$ cat src/rtl/core/lcdq_pkg.sv
package lcdq_pkg;

   // request modes
   localparam logic [2:0] MODE_PUT_CHAR   = 3'd0;
   localparam logic [2:0] MODE_PUT_CLEAR  = 3'd1;
   localparam logic [2:0] MODE_PUT_HOME   = 3'd2;
   localparam logic [2:0] MODE_PUT_LOCATE = 3'd3;
   localparam logic [2:0] MODE_SERVICE    = 3'd4;

   // response kinds
   localparam logic [1:0] KIND_CMD   = 2'd1;
   localparam logic [1:0] KIND_DATA  = 2'd2;
   localparam logic [1:0] KIND_PAUSE = 2'd3;

   // token bytes held in the ring
   localparam logic [7:0] TOKEN_HOME       = 8'h80;
   localparam logic [7:0] TOKEN_CLEAR      = 8'h90;
   localparam logic [3:0] TOKEN_LOCATE_HI  = 4'hA;

   // token class in bits 6..4
   localparam logic [2:0] CLASS_HOME   = 3'd0;
   localparam logic [2:0] CLASS_CLEAR  = 3'd1;
   localparam logic [2:0] CLASS_LOCATE = 3'd2;

   // controller commands
   localparam logic [7:0] CMD_CLEAR    = 8'h01;
   localparam logic [7:0] CMD_SET_ADDR = 8'h80;

   // custom glyph codes folded onto 0..7
   localparam logic [7:0] GLYPH_FIRST = 8'h80;
   localparam logic [7:0] GLYPH_LAST  = 8'h87;

   // queued operation codes
   localparam logic [1:0] OP_PUT_ONE = 2'd0;
   localparam logic [1:0] OP_PUT_TWO = 2'd1;
   localparam logic [1:0] OP_SERVICE = 2'd2;

   // register map
   localparam int CSR_INDEX_W = 3;
   localparam int CSR_DATA_W  = 7;
   localparam logic [CSR_INDEX_W-1:0] CSR_ROW_COUNT       = 3'd0;
   localparam logic [CSR_INDEX_W-1:0] CSR_LINE_ONE_BASE   = 3'd1;
   localparam logic [CSR_INDEX_W-1:0] CSR_LINE_TWO_BASE   = 3'd2;
   localparam logic [CSR_INDEX_W-1:0] CSR_LINE_THREE_BASE = 3'd3;
   localparam logic [CSR_INDEX_W-1:0] CSR_LINE_FOUR_BASE  = 3'd4;

   // register reset values
   localparam logic [2:0] ROW_COUNT_RESET       = 3'd2;
   localparam logic [6:0] LINE_ONE_BASE_RESET   = 7'd0;
   localparam logic [6:0] LINE_TWO_BASE_RESET   = 7'd64;
   localparam logic [6:0] LINE_THREE_BASE_RESET = 7'd20;
   localparam logic [6:0] LINE_FOUR_BASE_RESET  = 7'd84;

   typedef struct packed {
      logic [2:0] mode;
      logic [7:0] char_code;
      logic [3:0] row;
      logic [7:0] column;
   } req_type;

   typedef struct packed {
      logic [1:0] kind;
      logic [7:0] value;
      logic       long_wait;
   } rsp_type;

   typedef struct packed {
      logic [1:0] op;
      logic [7:0] first_byte;
      logic [7:0] second_byte;
   } op_type;

   typedef struct packed {
      logic [2:0] row_count;
      logic [6:0] line_one_base;
      logic [6:0] line_two_base;
      logic [6:0] line_three_base;
      logic [6:0] line_four_base;
   } cfg_type;

endpackage

$ cat src/rtl/core/lcdq_ram.sv
module lcdq_ram #(
   parameter int WIDTH = 8,
   parameter int DEPTH = 256
) (
   input  logic                     clock,
   input  logic                     wr_en,
   input  logic [$clog2(DEPTH)-1:0] wr_addr,
   input  logic [WIDTH-1:0]         wr_data,
   input  logic                     rd_en,
   input  logic [$clog2(DEPTH)-1:0] rd_addr,
   output logic [WIDTH-1:0]         rd_data
);

   logic [WIDTH-1:0] mem_ff [DEPTH];
   logic [WIDTH-1:0] rd_data_ff;

   // one write port, one registered read port
   always_ff @(posedge clock) begin
      if (wr_en) begin
         mem_ff[wr_addr] <= wr_data;
      end
      if (rd_en) begin
         rd_data_ff <= mem_ff[rd_addr];
      end
   end

   assign rd_data = rd_data_ff;

endmodule

$ cat src/rtl/core/lcdq_front.sv
module lcdq_front (
   input  logic             clock,
   input  logic             reset,
   input  logic             req_valid,
   output logic             req_ready,
   input  lcdq_pkg::req_type req_data,
   output logic             op_valid,
   input  logic             op_ready,
   output lcdq_pkg::op_type op_data
);

   lcdq_pkg::op_type cls_op;
   logic             cls_keep;

   lcdq_pkg::op_type fifo_ff [2];
   logic             wp_ff, wp_in;
   logic             rp_ff, rp_in;
   logic [1:0]       count_ff, count_in;
   logic             push, pop;

   // classify the request into ring operations
   always_comb begin
      cls_keep           = 1'b1;
      cls_op.op          = lcdq_pkg::OP_PUT_ONE;
      cls_op.first_byte  = req_data.char_code;
      cls_op.second_byte = req_data.column;
      case (req_data.mode)
         lcdq_pkg::MODE_PUT_CHAR: begin
            if (req_data.char_code inside {[lcdq_pkg::GLYPH_FIRST:lcdq_pkg::GLYPH_LAST]}) begin
               cls_op.first_byte = {5'd0, req_data.char_code[2:0]};
            end
         end
         lcdq_pkg::MODE_PUT_CLEAR: begin
            cls_op.first_byte = lcdq_pkg::TOKEN_CLEAR;
         end
         lcdq_pkg::MODE_PUT_HOME: begin
            cls_op.first_byte = lcdq_pkg::TOKEN_HOME;
         end
         lcdq_pkg::MODE_PUT_LOCATE: begin
            cls_op.op         = lcdq_pkg::OP_PUT_TWO;
            cls_op.first_byte = {lcdq_pkg::TOKEN_LOCATE_HI, req_data.row};
         end
         lcdq_pkg::MODE_SERVICE: begin
            cls_op.op = lcdq_pkg::OP_SERVICE;
         end
         default: begin
            cls_keep = 1'b0;
         end
      endcase
   end

   // two-entry operation queue towards the back end
   assign req_ready = (count_ff != 2'd2);
   assign push      = req_valid && req_ready && cls_keep;
   assign op_valid  = (count_ff != 2'd0);
   assign pop       = op_valid && op_ready;
   assign op_data   = fifo_ff[rp_ff];

   always_comb begin
      wp_in    = push ? ~wp_ff : wp_ff;
      rp_in    = pop ? ~rp_ff : rp_ff;
      count_in = count_ff;
      case ({push, pop})
         2'b10:   count_in = count_ff + 2'd1;
         2'b01:   count_in = count_ff - 2'd1;
         default: count_in = count_ff;
      endcase
   end

   always_ff @(posedge clock) begin
      if (reset) begin
         wp_ff    <= 1'b0;
         rp_ff    <= 1'b0;
         count_ff <= 2'd0;
      end else begin
         wp_ff    <= wp_in;
         rp_ff    <= rp_in;
         count_ff <= count_in;
      end
   end

   // queue payload
   always_ff @(posedge clock) begin
      if (push) begin
         fifo_ff[wp_ff] <= cls_op;
      end
   end

endmodule

$ cat src/rtl/core/lcdq_back.sv
module lcdq_back #(
   parameter int QUEUE_DEPTH = 256
) (
   input  logic              clock,
   input  logic              reset,
   input  logic              op_valid,
   output logic              op_ready,
   input  lcdq_pkg::op_type  op_data,
   input  lcdq_pkg::cfg_type cfg,
   output logic              rsp_valid,
   input  logic              rsp_ready,
   output lcdq_pkg::rsp_type rsp_data
);

   localparam int IDX_W = $clog2(QUEUE_DEPTH);

   localparam logic [1:0] S_IDLE   = 2'd0;
   localparam logic [1:0] S_PUT2   = 2'd1;
   localparam logic [1:0] S_DECODE = 2'd2;
   localparam logic [1:0] S_LOCATE = 2'd3;

   logic [1:0]        state_ff, state_in;
   logic [IDX_W-1:0]  wr_ff, wr_in;
   logic [IDX_W-1:0]  rd_ff, rd_in;
   logic [7:0]        second_ff, second_in;
   logic [3:0]        row_ff, row_in;
   logic              col_zero_ff, col_zero_in;
   logic              rsp_valid_ff, rsp_valid_in;
   lcdq_pkg::rsp_type rsp_ff, rsp_in;

   logic              ram_we, ram_re;
   logic [IDX_W-1:0]  ram_waddr, ram_raddr;
   logic [7:0]        ram_wdata, ram_rdata;

   logic [IDX_W-1:0]  put_next, pop_next;
   logic              put_full, empty, out_free, do_put;
   logic [7:0]        put_byte, col_byte, locate_value;
   logic [6:0]        line_addr;

   function automatic logic [IDX_W-1:0] next_idx(input logic [IDX_W-1:0] i);
      if (i == IDX_W'(QUEUE_DEPTH - 1)) begin
         return '0;
      end
      return i + 1'b1;
   endfunction

   lcdq_ram #(
      .WIDTH (8),
      .DEPTH (QUEUE_DEPTH)
   ) u_ring (
      .clock   (clock),
      .wr_en   (ram_we),
      .wr_addr (ram_waddr),
      .wr_data (ram_wdata),
      .rd_en   (ram_re),
      .rd_addr (ram_raddr),
      .rd_data (ram_rdata)
   );

   // ring pointers
   assign put_next = next_idx(wr_ff);
   assign pop_next = next_idx(rd_ff);
   assign put_full = (put_next == rd_ff);
   assign empty    = (wr_ff == rd_ff);
   assign out_free = !rsp_valid_ff || rsp_ready;

   // row base lookup, rows outside the row count go in raw
   always_comb begin
      line_addr = {3'd0, row_ff};
      if (row_ff == 4'd0) begin
         line_addr = cfg.line_one_base;
      end else if (row_ff == 4'd1 && cfg.row_count > 3'd1) begin
         line_addr = cfg.line_two_base;
      end else if (row_ff == 4'd2 && cfg.row_count > 3'd2) begin
         line_addr = cfg.line_three_base;
      end else if (row_ff == 4'd3 && cfg.row_count > 3'd3) begin
         line_addr = cfg.line_four_base;
      end
   end

   assign col_byte     = col_zero_ff ? 8'd0 : ram_rdata;
   assign locate_value = 8'(lcdq_pkg::CMD_SET_ADDR + {1'b0, line_addr} + col_byte);

   // sequencer: puts, pops and decode
   always_comb begin
      state_in     = state_ff;
      wr_in        = wr_ff;
      rd_in        = rd_ff;
      second_in    = second_ff;
      row_in       = row_ff;
      col_zero_in  = col_zero_ff;
      rsp_valid_in = rsp_valid_ff && !rsp_ready;
      rsp_in       = rsp_ff;
      op_ready     = (state_ff == S_IDLE);
      do_put       = 1'b0;
      put_byte     = op_data.first_byte;
      ram_we       = 1'b0;
      ram_re       = 1'b0;
      ram_raddr    = pop_next;

      case (state_ff)
         S_IDLE: begin
            if (op_valid) begin
               case (op_data.op)
                  lcdq_pkg::OP_PUT_ONE: begin
                     do_put = 1'b1;
                  end
                  lcdq_pkg::OP_PUT_TWO: begin
                     do_put    = 1'b1;
                     second_in = op_data.second_byte;
                     state_in  = S_PUT2;
                  end
                  lcdq_pkg::OP_SERVICE: begin
                     if (!empty) begin
                        rd_in    = pop_next;
                        ram_re   = 1'b1;
                        state_in = S_DECODE;
                     end
                  end
                  default: begin
                  end
               endcase
            end
         end
         S_PUT2: begin
            put_byte = second_ff;
            do_put   = 1'b1;
            state_in = S_IDLE;
         end
         S_DECODE: begin
            if (ram_rdata == 8'd0) begin
               state_in = S_IDLE;
            end else if (!ram_rdata[7]) begin
               if (out_free) begin
                  rsp_valid_in = 1'b1;
                  rsp_in       = '{kind: lcdq_pkg::KIND_DATA, value: ram_rdata, long_wait: 1'b0};
                  state_in     = S_IDLE;
               end
            end else begin
               case (ram_rdata[6:4])
                  lcdq_pkg::CLASS_HOME: begin
                     if (out_free) begin
                        rsp_valid_in = 1'b1;
                        rsp_in       = '{kind: lcdq_pkg::KIND_PAUSE, value: 8'd0,
                                         long_wait: 1'b1};
                        state_in     = S_IDLE;
                     end
                  end
                  lcdq_pkg::CLASS_CLEAR: begin
                     if (out_free) begin
                        rsp_valid_in = 1'b1;
                        rsp_in       = '{kind: lcdq_pkg::KIND_CMD, value: lcdq_pkg::CMD_CLEAR,
                                         long_wait: 1'b1};
                        state_in     = S_IDLE;
                     end
                  end
                  lcdq_pkg::CLASS_LOCATE: begin
                     row_in      = ram_rdata[3:0];
                     col_zero_in = empty;
                     if (!empty) begin
                        rd_in  = pop_next;
                        ram_re = 1'b1;
                     end
                     state_in = S_LOCATE;
                  end
                  default: begin
                     state_in = S_IDLE;
                  end
               endcase
            end
         end
         S_LOCATE: begin
            if (out_free) begin
               rsp_valid_in = 1'b1;
               rsp_in       = '{kind: lcdq_pkg::KIND_CMD, value: locate_value, long_wait: 1'b0};
               state_in     = S_IDLE;
            end
         end
         default: begin
            state_in = S_IDLE;
         end
      endcase

      // a put into a full ring empties it and drops the byte
      if (do_put) begin
         if (put_full) begin
            wr_in = rd_ff;
         end else begin
            wr_in  = put_next;
            ram_we = 1'b1;
         end
      end
   end

   assign ram_waddr = put_next;
   assign ram_wdata = put_byte;

   always_ff @(posedge clock) begin
      if (reset) begin
         state_ff     <= S_IDLE;
         wr_ff        <= '0;
         rd_ff        <= '0;
         rsp_valid_ff <= 1'b0;
         col_zero_ff  <= 1'b0;
      end else begin
         state_ff     <= state_in;
         wr_ff        <= wr_in;
         rd_ff        <= rd_in;
         rsp_valid_ff <= rsp_valid_in;
         col_zero_ff  <= col_zero_in;
      end
   end

   // payload registers
   always_ff @(posedge clock) begin
      second_ff <= second_in;
      row_ff    <= row_in;
      rsp_ff    <= rsp_in;
   end

   assign rsp_valid = rsp_valid_ff;
   assign rsp_data  = rsp_ff;

`ifndef SYNTHESIS
   a_no_rw_clash: assert property (@(posedge clock) disable iff (reset)
      !(ram_we && ram_re))
      else $error("ring written and read in one cycle");

   a_pop_nonempty: assert property (@(posedge clock) disable iff (reset)
      ram_re |-> (wr_ff != rd_ff))
      else $error("pop from an empty ring");

   a_idx_range: assert property (@(posedge clock) disable iff (reset)
      (wr_ff <= IDX_W'(QUEUE_DEPTH - 1)) && (rd_ff <= IDX_W'(QUEUE_DEPTH - 1)))
      else $error("ring index out of range");

   a_data_short_wait: assert property (@(posedge clock) disable iff (reset)
      (rsp_valid_ff && rsp_ff.kind == lcdq_pkg::KIND_DATA) |-> !rsp_ff.long_wait)
      else $error("data beat flagged with long wait");
`endif

endmodule

$ cat src/rtl/core/lcd_command_queue_decoder_top.sv
// character display command queue and decoder
//
// req channel (valid/ready): one beat per put or service request. puts store
// one byte (two for locate) in a ring of QUEUE_DEPTH bytes; a service beat
// pops one byte (two for a locate) and decodes it into at most one rsp beat.
// rsp channel (valid/ready): command write, data write or pause, with the
// long wait flag. puts and empty or silent pops give no rsp beat.
// csr port: write enable, register index and data; the user writes it only while
// idle, which the block itself does not enforce.
// requests pass a two-entry operation queue into a sequencer that owns the
// ring memory, which has one write and one registered read port.
// a put is stored from S_IDLE, the second byte of a locate put from S_PUT2.
// a service pops in S_IDLE and decodes in S_DECODE, and a locate token goes on
// to S_LOCATE, which reads the column through the same read port; the rsp beat
// is registered in the rsp output register. req_ready drops only when the
// operation queue is full. a held rsp beat stalls the sequencer at decode or
// locate; the operation queue keeps taking requests until it fills.
// reset clears the ring pointers, queue pointers and config registers to their
// defaults; ring contents and payload registers are kept, with no clearing pass.
module lcd_command_queue_decoder_top #(
   parameter int QUEUE_DEPTH = 256
) (
   input  logic                                 clock,
   input  logic                                 reset,
   input  logic                                 req_valid,
   output logic                                 req_ready,
   input  lcdq_pkg::req_type                    req_data,
   output logic                                 rsp_valid,
   input  logic                                 rsp_ready,
   output lcdq_pkg::rsp_type                    rsp_data,
   input  logic                                 csr_write_en,
   input  logic [lcdq_pkg::CSR_INDEX_W-1:0]     csr_index,
   input  logic [lcdq_pkg::CSR_DATA_W-1:0]      csr_wdata
);

   lcdq_pkg::cfg_type cfg_ff, cfg_in;
   lcdq_pkg::op_type  op_data;
   logic              op_valid, op_ready;

   // configuration registers
   always_comb begin
      cfg_in = cfg_ff;
      if (csr_write_en) begin
         case (csr_index)
            lcdq_pkg::CSR_ROW_COUNT:       cfg_in.row_count       = csr_wdata[2:0];
            lcdq_pkg::CSR_LINE_ONE_BASE:   cfg_in.line_one_base   = csr_wdata;
            lcdq_pkg::CSR_LINE_TWO_BASE:   cfg_in.line_two_base   = csr_wdata;
            lcdq_pkg::CSR_LINE_THREE_BASE: cfg_in.line_three_base = csr_wdata;
            lcdq_pkg::CSR_LINE_FOUR_BASE:  cfg_in.line_four_base  = csr_wdata;
            default: begin
            end
         endcase
      end
   end

   always_ff @(posedge clock) begin
      if (reset) begin
         cfg_ff.row_count       <= lcdq_pkg::ROW_COUNT_RESET;
         cfg_ff.line_one_base   <= lcdq_pkg::LINE_ONE_BASE_RESET;
         cfg_ff.line_two_base   <= lcdq_pkg::LINE_TWO_BASE_RESET;
         cfg_ff.line_three_base <= lcdq_pkg::LINE_THREE_BASE_RESET;
         cfg_ff.line_four_base  <= lcdq_pkg::LINE_FOUR_BASE_RESET;
      end else begin
         cfg_ff <= cfg_in;
      end
   end

   // request classification and operation queue
   lcdq_front u_front (
      .clock     (clock),
      .reset     (reset),
      .req_valid (req_valid),
      .req_ready (req_ready),
      .req_data  (req_data),
      .op_valid  (op_valid),
      .op_ready  (op_ready),
      .op_data   (op_data)
   );

   // ring sequencer and decoder
   lcdq_back #(
      .QUEUE_DEPTH (QUEUE_DEPTH)
   ) u_back (
      .clock     (clock),
      .reset     (reset),
      .op_valid  (op_valid),
      .op_ready  (op_ready),
      .op_data   (op_data),
      .cfg       (cfg_ff),
      .rsp_valid (rsp_valid),
      .rsp_ready (rsp_ready),
      .rsp_data  (rsp_data)
   );

endmodule

$ cat config.mk
export PLATFORM = sky130hd
export DESIGN_NAME = lcd_command_queue_decoder_top
export DESIGN_NICKNAME = d
export VERILOG_FILES = /design/src/rtl/core/lcdq_pkg.sv /design/src/rtl/core/lcdq_ram.sv /design/src/rtl/core/lcdq_front.sv /design/src/rtl/core/lcdq_back.sv /design/src/rtl/core/lcd_command_queue_decoder_top.sv
export SDC_FILE = /design/constraint.sdc
export NUM_CORES = 2
export LEC_CHECK = 0
export BUFFER_PORTS_ARGS = -buffer_cell sky130_fd_sc_hd__buf_4
export CAP_MARGIN = 10
export CORE_MARGIN = 8
export CORE_UTILIZATION = 57
export CTS_BUF_LIST = sky130_fd_sc_hd__clkbuf_16
export CTS_CLUSTER_SIZE = 30
export DETAILED_ROUTE_END_ITERATION = 8
export GPL_ROUTABILITY_DRIVEN = 0
export PLACE_DENSITY = 0.79
export SYNTH_ARGS = -nofsm -noshare
export SYNTH_HDL_FRONTEND = slang
export SYNTH_HIERARCHICAL = 1
export SYNTH_SLANG_ARGS = --single-unit
$ cat constraint.sdc
create_clock -name clock -period 3.1 [get_ports clock]
set_input_delay 0.155 -clock clock [delete_from_list [all_inputs] [get_ports clock]]
set_output_delay 0.155 -clock clock [all_outputs]
set_load 0.1 [all_outputs]
==> out/qor.txt <==
Core region area - 149000 um^2
Worst Setup SP - u_back/rd_ff[0]
Most common flop cell mapped by yosys - edfxtp_1
Ports - 51
Crit Path Max Fanout - 22
Top post-synthesis cells by area - edfxtp_1 (74%), mux4_2 (12%), mux2i_1 (2.0%)
CTS Buffer Depth - 3
Fin util - 68.4%
Top-count cell post-synth - edfxtp_1
Top cells by count, synth - edfxtp_1 (2115), mux4_2 (454), nor2_1 (328)
TritonCTS clock tree - done
Type of the worst min-delay path - input port to flop
Final hold violations - 0
Number of synthesized flops with an enable pin - 2115
Area leader, netlist - edfxtp_1
Total CTS buffers - 197
Synth Area in XOR/XNOR - 0.297%
Met3 usage - 6.95%
Simple-gate share of the synthesized area - 3.80%
Measured slew at the worst slew-check pin - 1.22 ns
Final worst-path setup slack - -0.628 ns
Die H - 403 um
Largest family of logic cells by synthesized area - multiplexers
Dpl ws - -1.17 ns
Final Cell Area - 102000 um^2
Syn Std Cell Area - 85600 um^2
Pre-antenna DRT Iters - 8
Vias in the first global route - 48900
Avg Cell Area, Syn - 19.9 um^2
Detail Placement HPWL - 132000 um
Slew headroom - 18.5%
H-tree depth - 4
Post-Synthesis Cells - 4294
Post-Syn Nets - 4344
Power per cell area - 718 nW/um^2
Post-synth ARST share - 0%
Vias/cell - 6.90
Compound-cell area share of the yosys netlist - 3.87%
Skew final - 0.0526 ns
Horiz. Die Dim - 403 um
DRT iter0 DRCs - 7831
Max Fclk - 268 MHz
CTS clk-pin slew, worst paths - 0.06 ns
Adder and majority cell fraction of the synthesized area - 0.184%
Sequential fraction of the synthesis area - 75.5%
Cell area after placement - 91900 um^2
Wire per inst - 33.7 um
Via Count - 49000
Synth warn - 6
Crit path time final - 3.73 ns
Startpoint types - flop
GRT met2 Usage - 45.0%
Total Wirelength - 240000 um
Global-route wire length before repair - 335000 um
FF-to-FF path depth - 16
Hold Slack - 0.0641 ns
Die Area - 163000 um^2
Final setup fails - 23
Setup repair after global routing missed its margin - true
GR peak layer - met2
Synth Register Bits - 2171
Tot GR Track Use - 28.1%
Worst vdd ir - 0.000581 V
Distinct cell type count after synthesis - 91
Status - finished, violations left
Initial antenna violation count - 2
FF-to-FF setup slack - -0.63 ns
Skew-Pair Late Insertion Delay - 0.86 ns
Sink Count - 2171
Max Cap Violations - 0
Pin count of the biggest net entering global routing - 145
Static Leakage - 33.7 nW
Critical Path End Type - flop
Initial Utilization - 57.3%
Syn-to-layout area delta - 19.4%
DR DRC count - 0
Share of the synthesized area in the top cell type - 74.2%
CP Data Arrival Time - 4.30 ns
Max-slew violations - 0
Mux share of post-synthesis cell area - 14.4%
Req. time, crit path - 3.67 ns
Total global routing overflow - 0
CTS root buf - clkbuf_16
Post-route ant nets - 0
Share of cells above drive strength 1 - 35.4%
Ant. Diodes - 0
R2r endpoint - u_back/u_ring/rd_data[3]
Worst r2r src - u_back/rd_ff[0]
Period utilisation layout - 120%
Met1 GRT Util - 36.1%
PortBufs - 50
CP endpoint - u_back/u_ring/rd_data[3]
Nets@finish - 4968
Failing checks - setup timing
Crit path kind - flop to flop
Rows - 142
-- through the flow --
stage	cells	power (mW)	TNS [ns]
floorplan	4294	43.4	-493.91
global placement	6611	47.5	-39.25
detailed placement	6611	48.0	-76.74
CTS	7080	72.6	-2.18
global route	7103	74.9	-3.94
finish	7103	73.4	-3.14
-- kinds of logic (layout without fill, tap and decap cells) --
family,after synthesis,after routing
buffers and inverters,282,1075
AND/OR/NAND/NOR,671,671
flip-flops,2171,2171
XOR/XNOR,29,29
adder cells (fa/ha/maj),12,12
AO/OA/AOI/OAI,476,476
multiplexers,653,653
-- worst min path at each step --
stage	from	endpoint	slack, ns	cells past startpoint
2_1_floorplan	reset	u_front/count_ff[1]	0.22	1
3_3_place_gp	req_data[4]	u_front/fifo_ff[0][4]	0.34	1
3_5_place_dp	req_data[0]	u_front/fifo_ff[0][0]	0.34	1
4_1_cts	req_data[3]	u_front/fifo_ff[0][3]	0.002	2
5_1_grt	req_data[4]	u_front/fifo_ff[0][4]	0.05	2
6_report	req_data[2]	u_front/fifo_ff[1][2]	0.06	2
-- where the power goes --
part           internal, mW  total (mW)  switching, mW  leakage [nW]
clock network          13.4        24.5           11.1          3.28
registers              35.9        36.1          0.125          19.5
logic                  4.38        12.9           8.48          10.9
-- layout make-up --
cell class / instances / area [um^2]
clock buffer: 199 / 4980
clock inverter: 169 / 1450
fill: 8259 / 47200
inverter: 15 / 56.3
multi-input combinational: 1841 / 21600
sequential: 2171 / 64600
tap: 2016 / 2520
timing repair buffer: 692 / 6920
-- placed cells by master, fill, tap and decap left out, drive strengths merged, types with 16 or more instances in the layout --
master,synthesis,final
edfxtp,2115,2115
buf,138,637
mux4,456,456
nor2,329,329
clkbuf,129,199
mux2i,168,168
a22oi,135,135
a21oi,123,123
clkinv,2,95
nand2,66,66
inv,13,60
dfxtp,56,56
dlygate4sd3,0,52
nand3,50,50
o221ai,47,47
nor2b,45,45
nand2b,41,41
o21ai,35,35
nor4,32,32
nor3,30,30
mux2,29,29
o22ai,28,28
bufinv,0,20
a211oi,17,17
a221oi,16,16
-- flip-flops by register name, summed over array words and instances (netlist names), 2 cells and up, named ones only --
signal / flops
u_back/wr_ff: 8
u_front/count_ff: 2
u_back/state_ff: 2
u_back/u_ring/mem_ff: 2048
u_back/u_ring/rd_data: 8
cfg_ff: 31
u_back/rd_ff: 8
u_back/second_ff: 8
u_front/fifo_ff: 36
u_back/row_ff: 4
u_back/rsp_data: 11
-- critical path, cell delays in order (launching register included) --
cell,delay [ns]
dfxtp_2,0.33
ha_4,0.17
nand2_4,0.07
nor3_4,0.04
nor2_4,0.17
buf_12,0.17
buf_16,0.16
buf_4,0.13
buf_6,0.29
mux2i_1,0.49
o221ai_1,0.25
o22ai_1,0.29
o32ai_2,0.14
buf_4,0.19
nor3_4,0.26
buf_4,0.21
nor4_1,0.06
-- timing repair --
action / 4_1_cts / 5_1_grt
setup buffers: 40 / 22
gates cloned: 10 / 1
setup endpoints to repair: 1381 / 1754
pin swaps: 38 / 50
endpoints found under the hold margin: 139 / 0
gates resized for setup: 358 / 254
hold buffers: 52 / 0
-- routing by layer --
metal  part of all wire [%]  wire, um
met1                     33     77900
met2                     48    115000
met3                     13     30900
met4                    6.6     15700
met5                      0         0
Note: power is estimated with default switching activity, not from simulation.
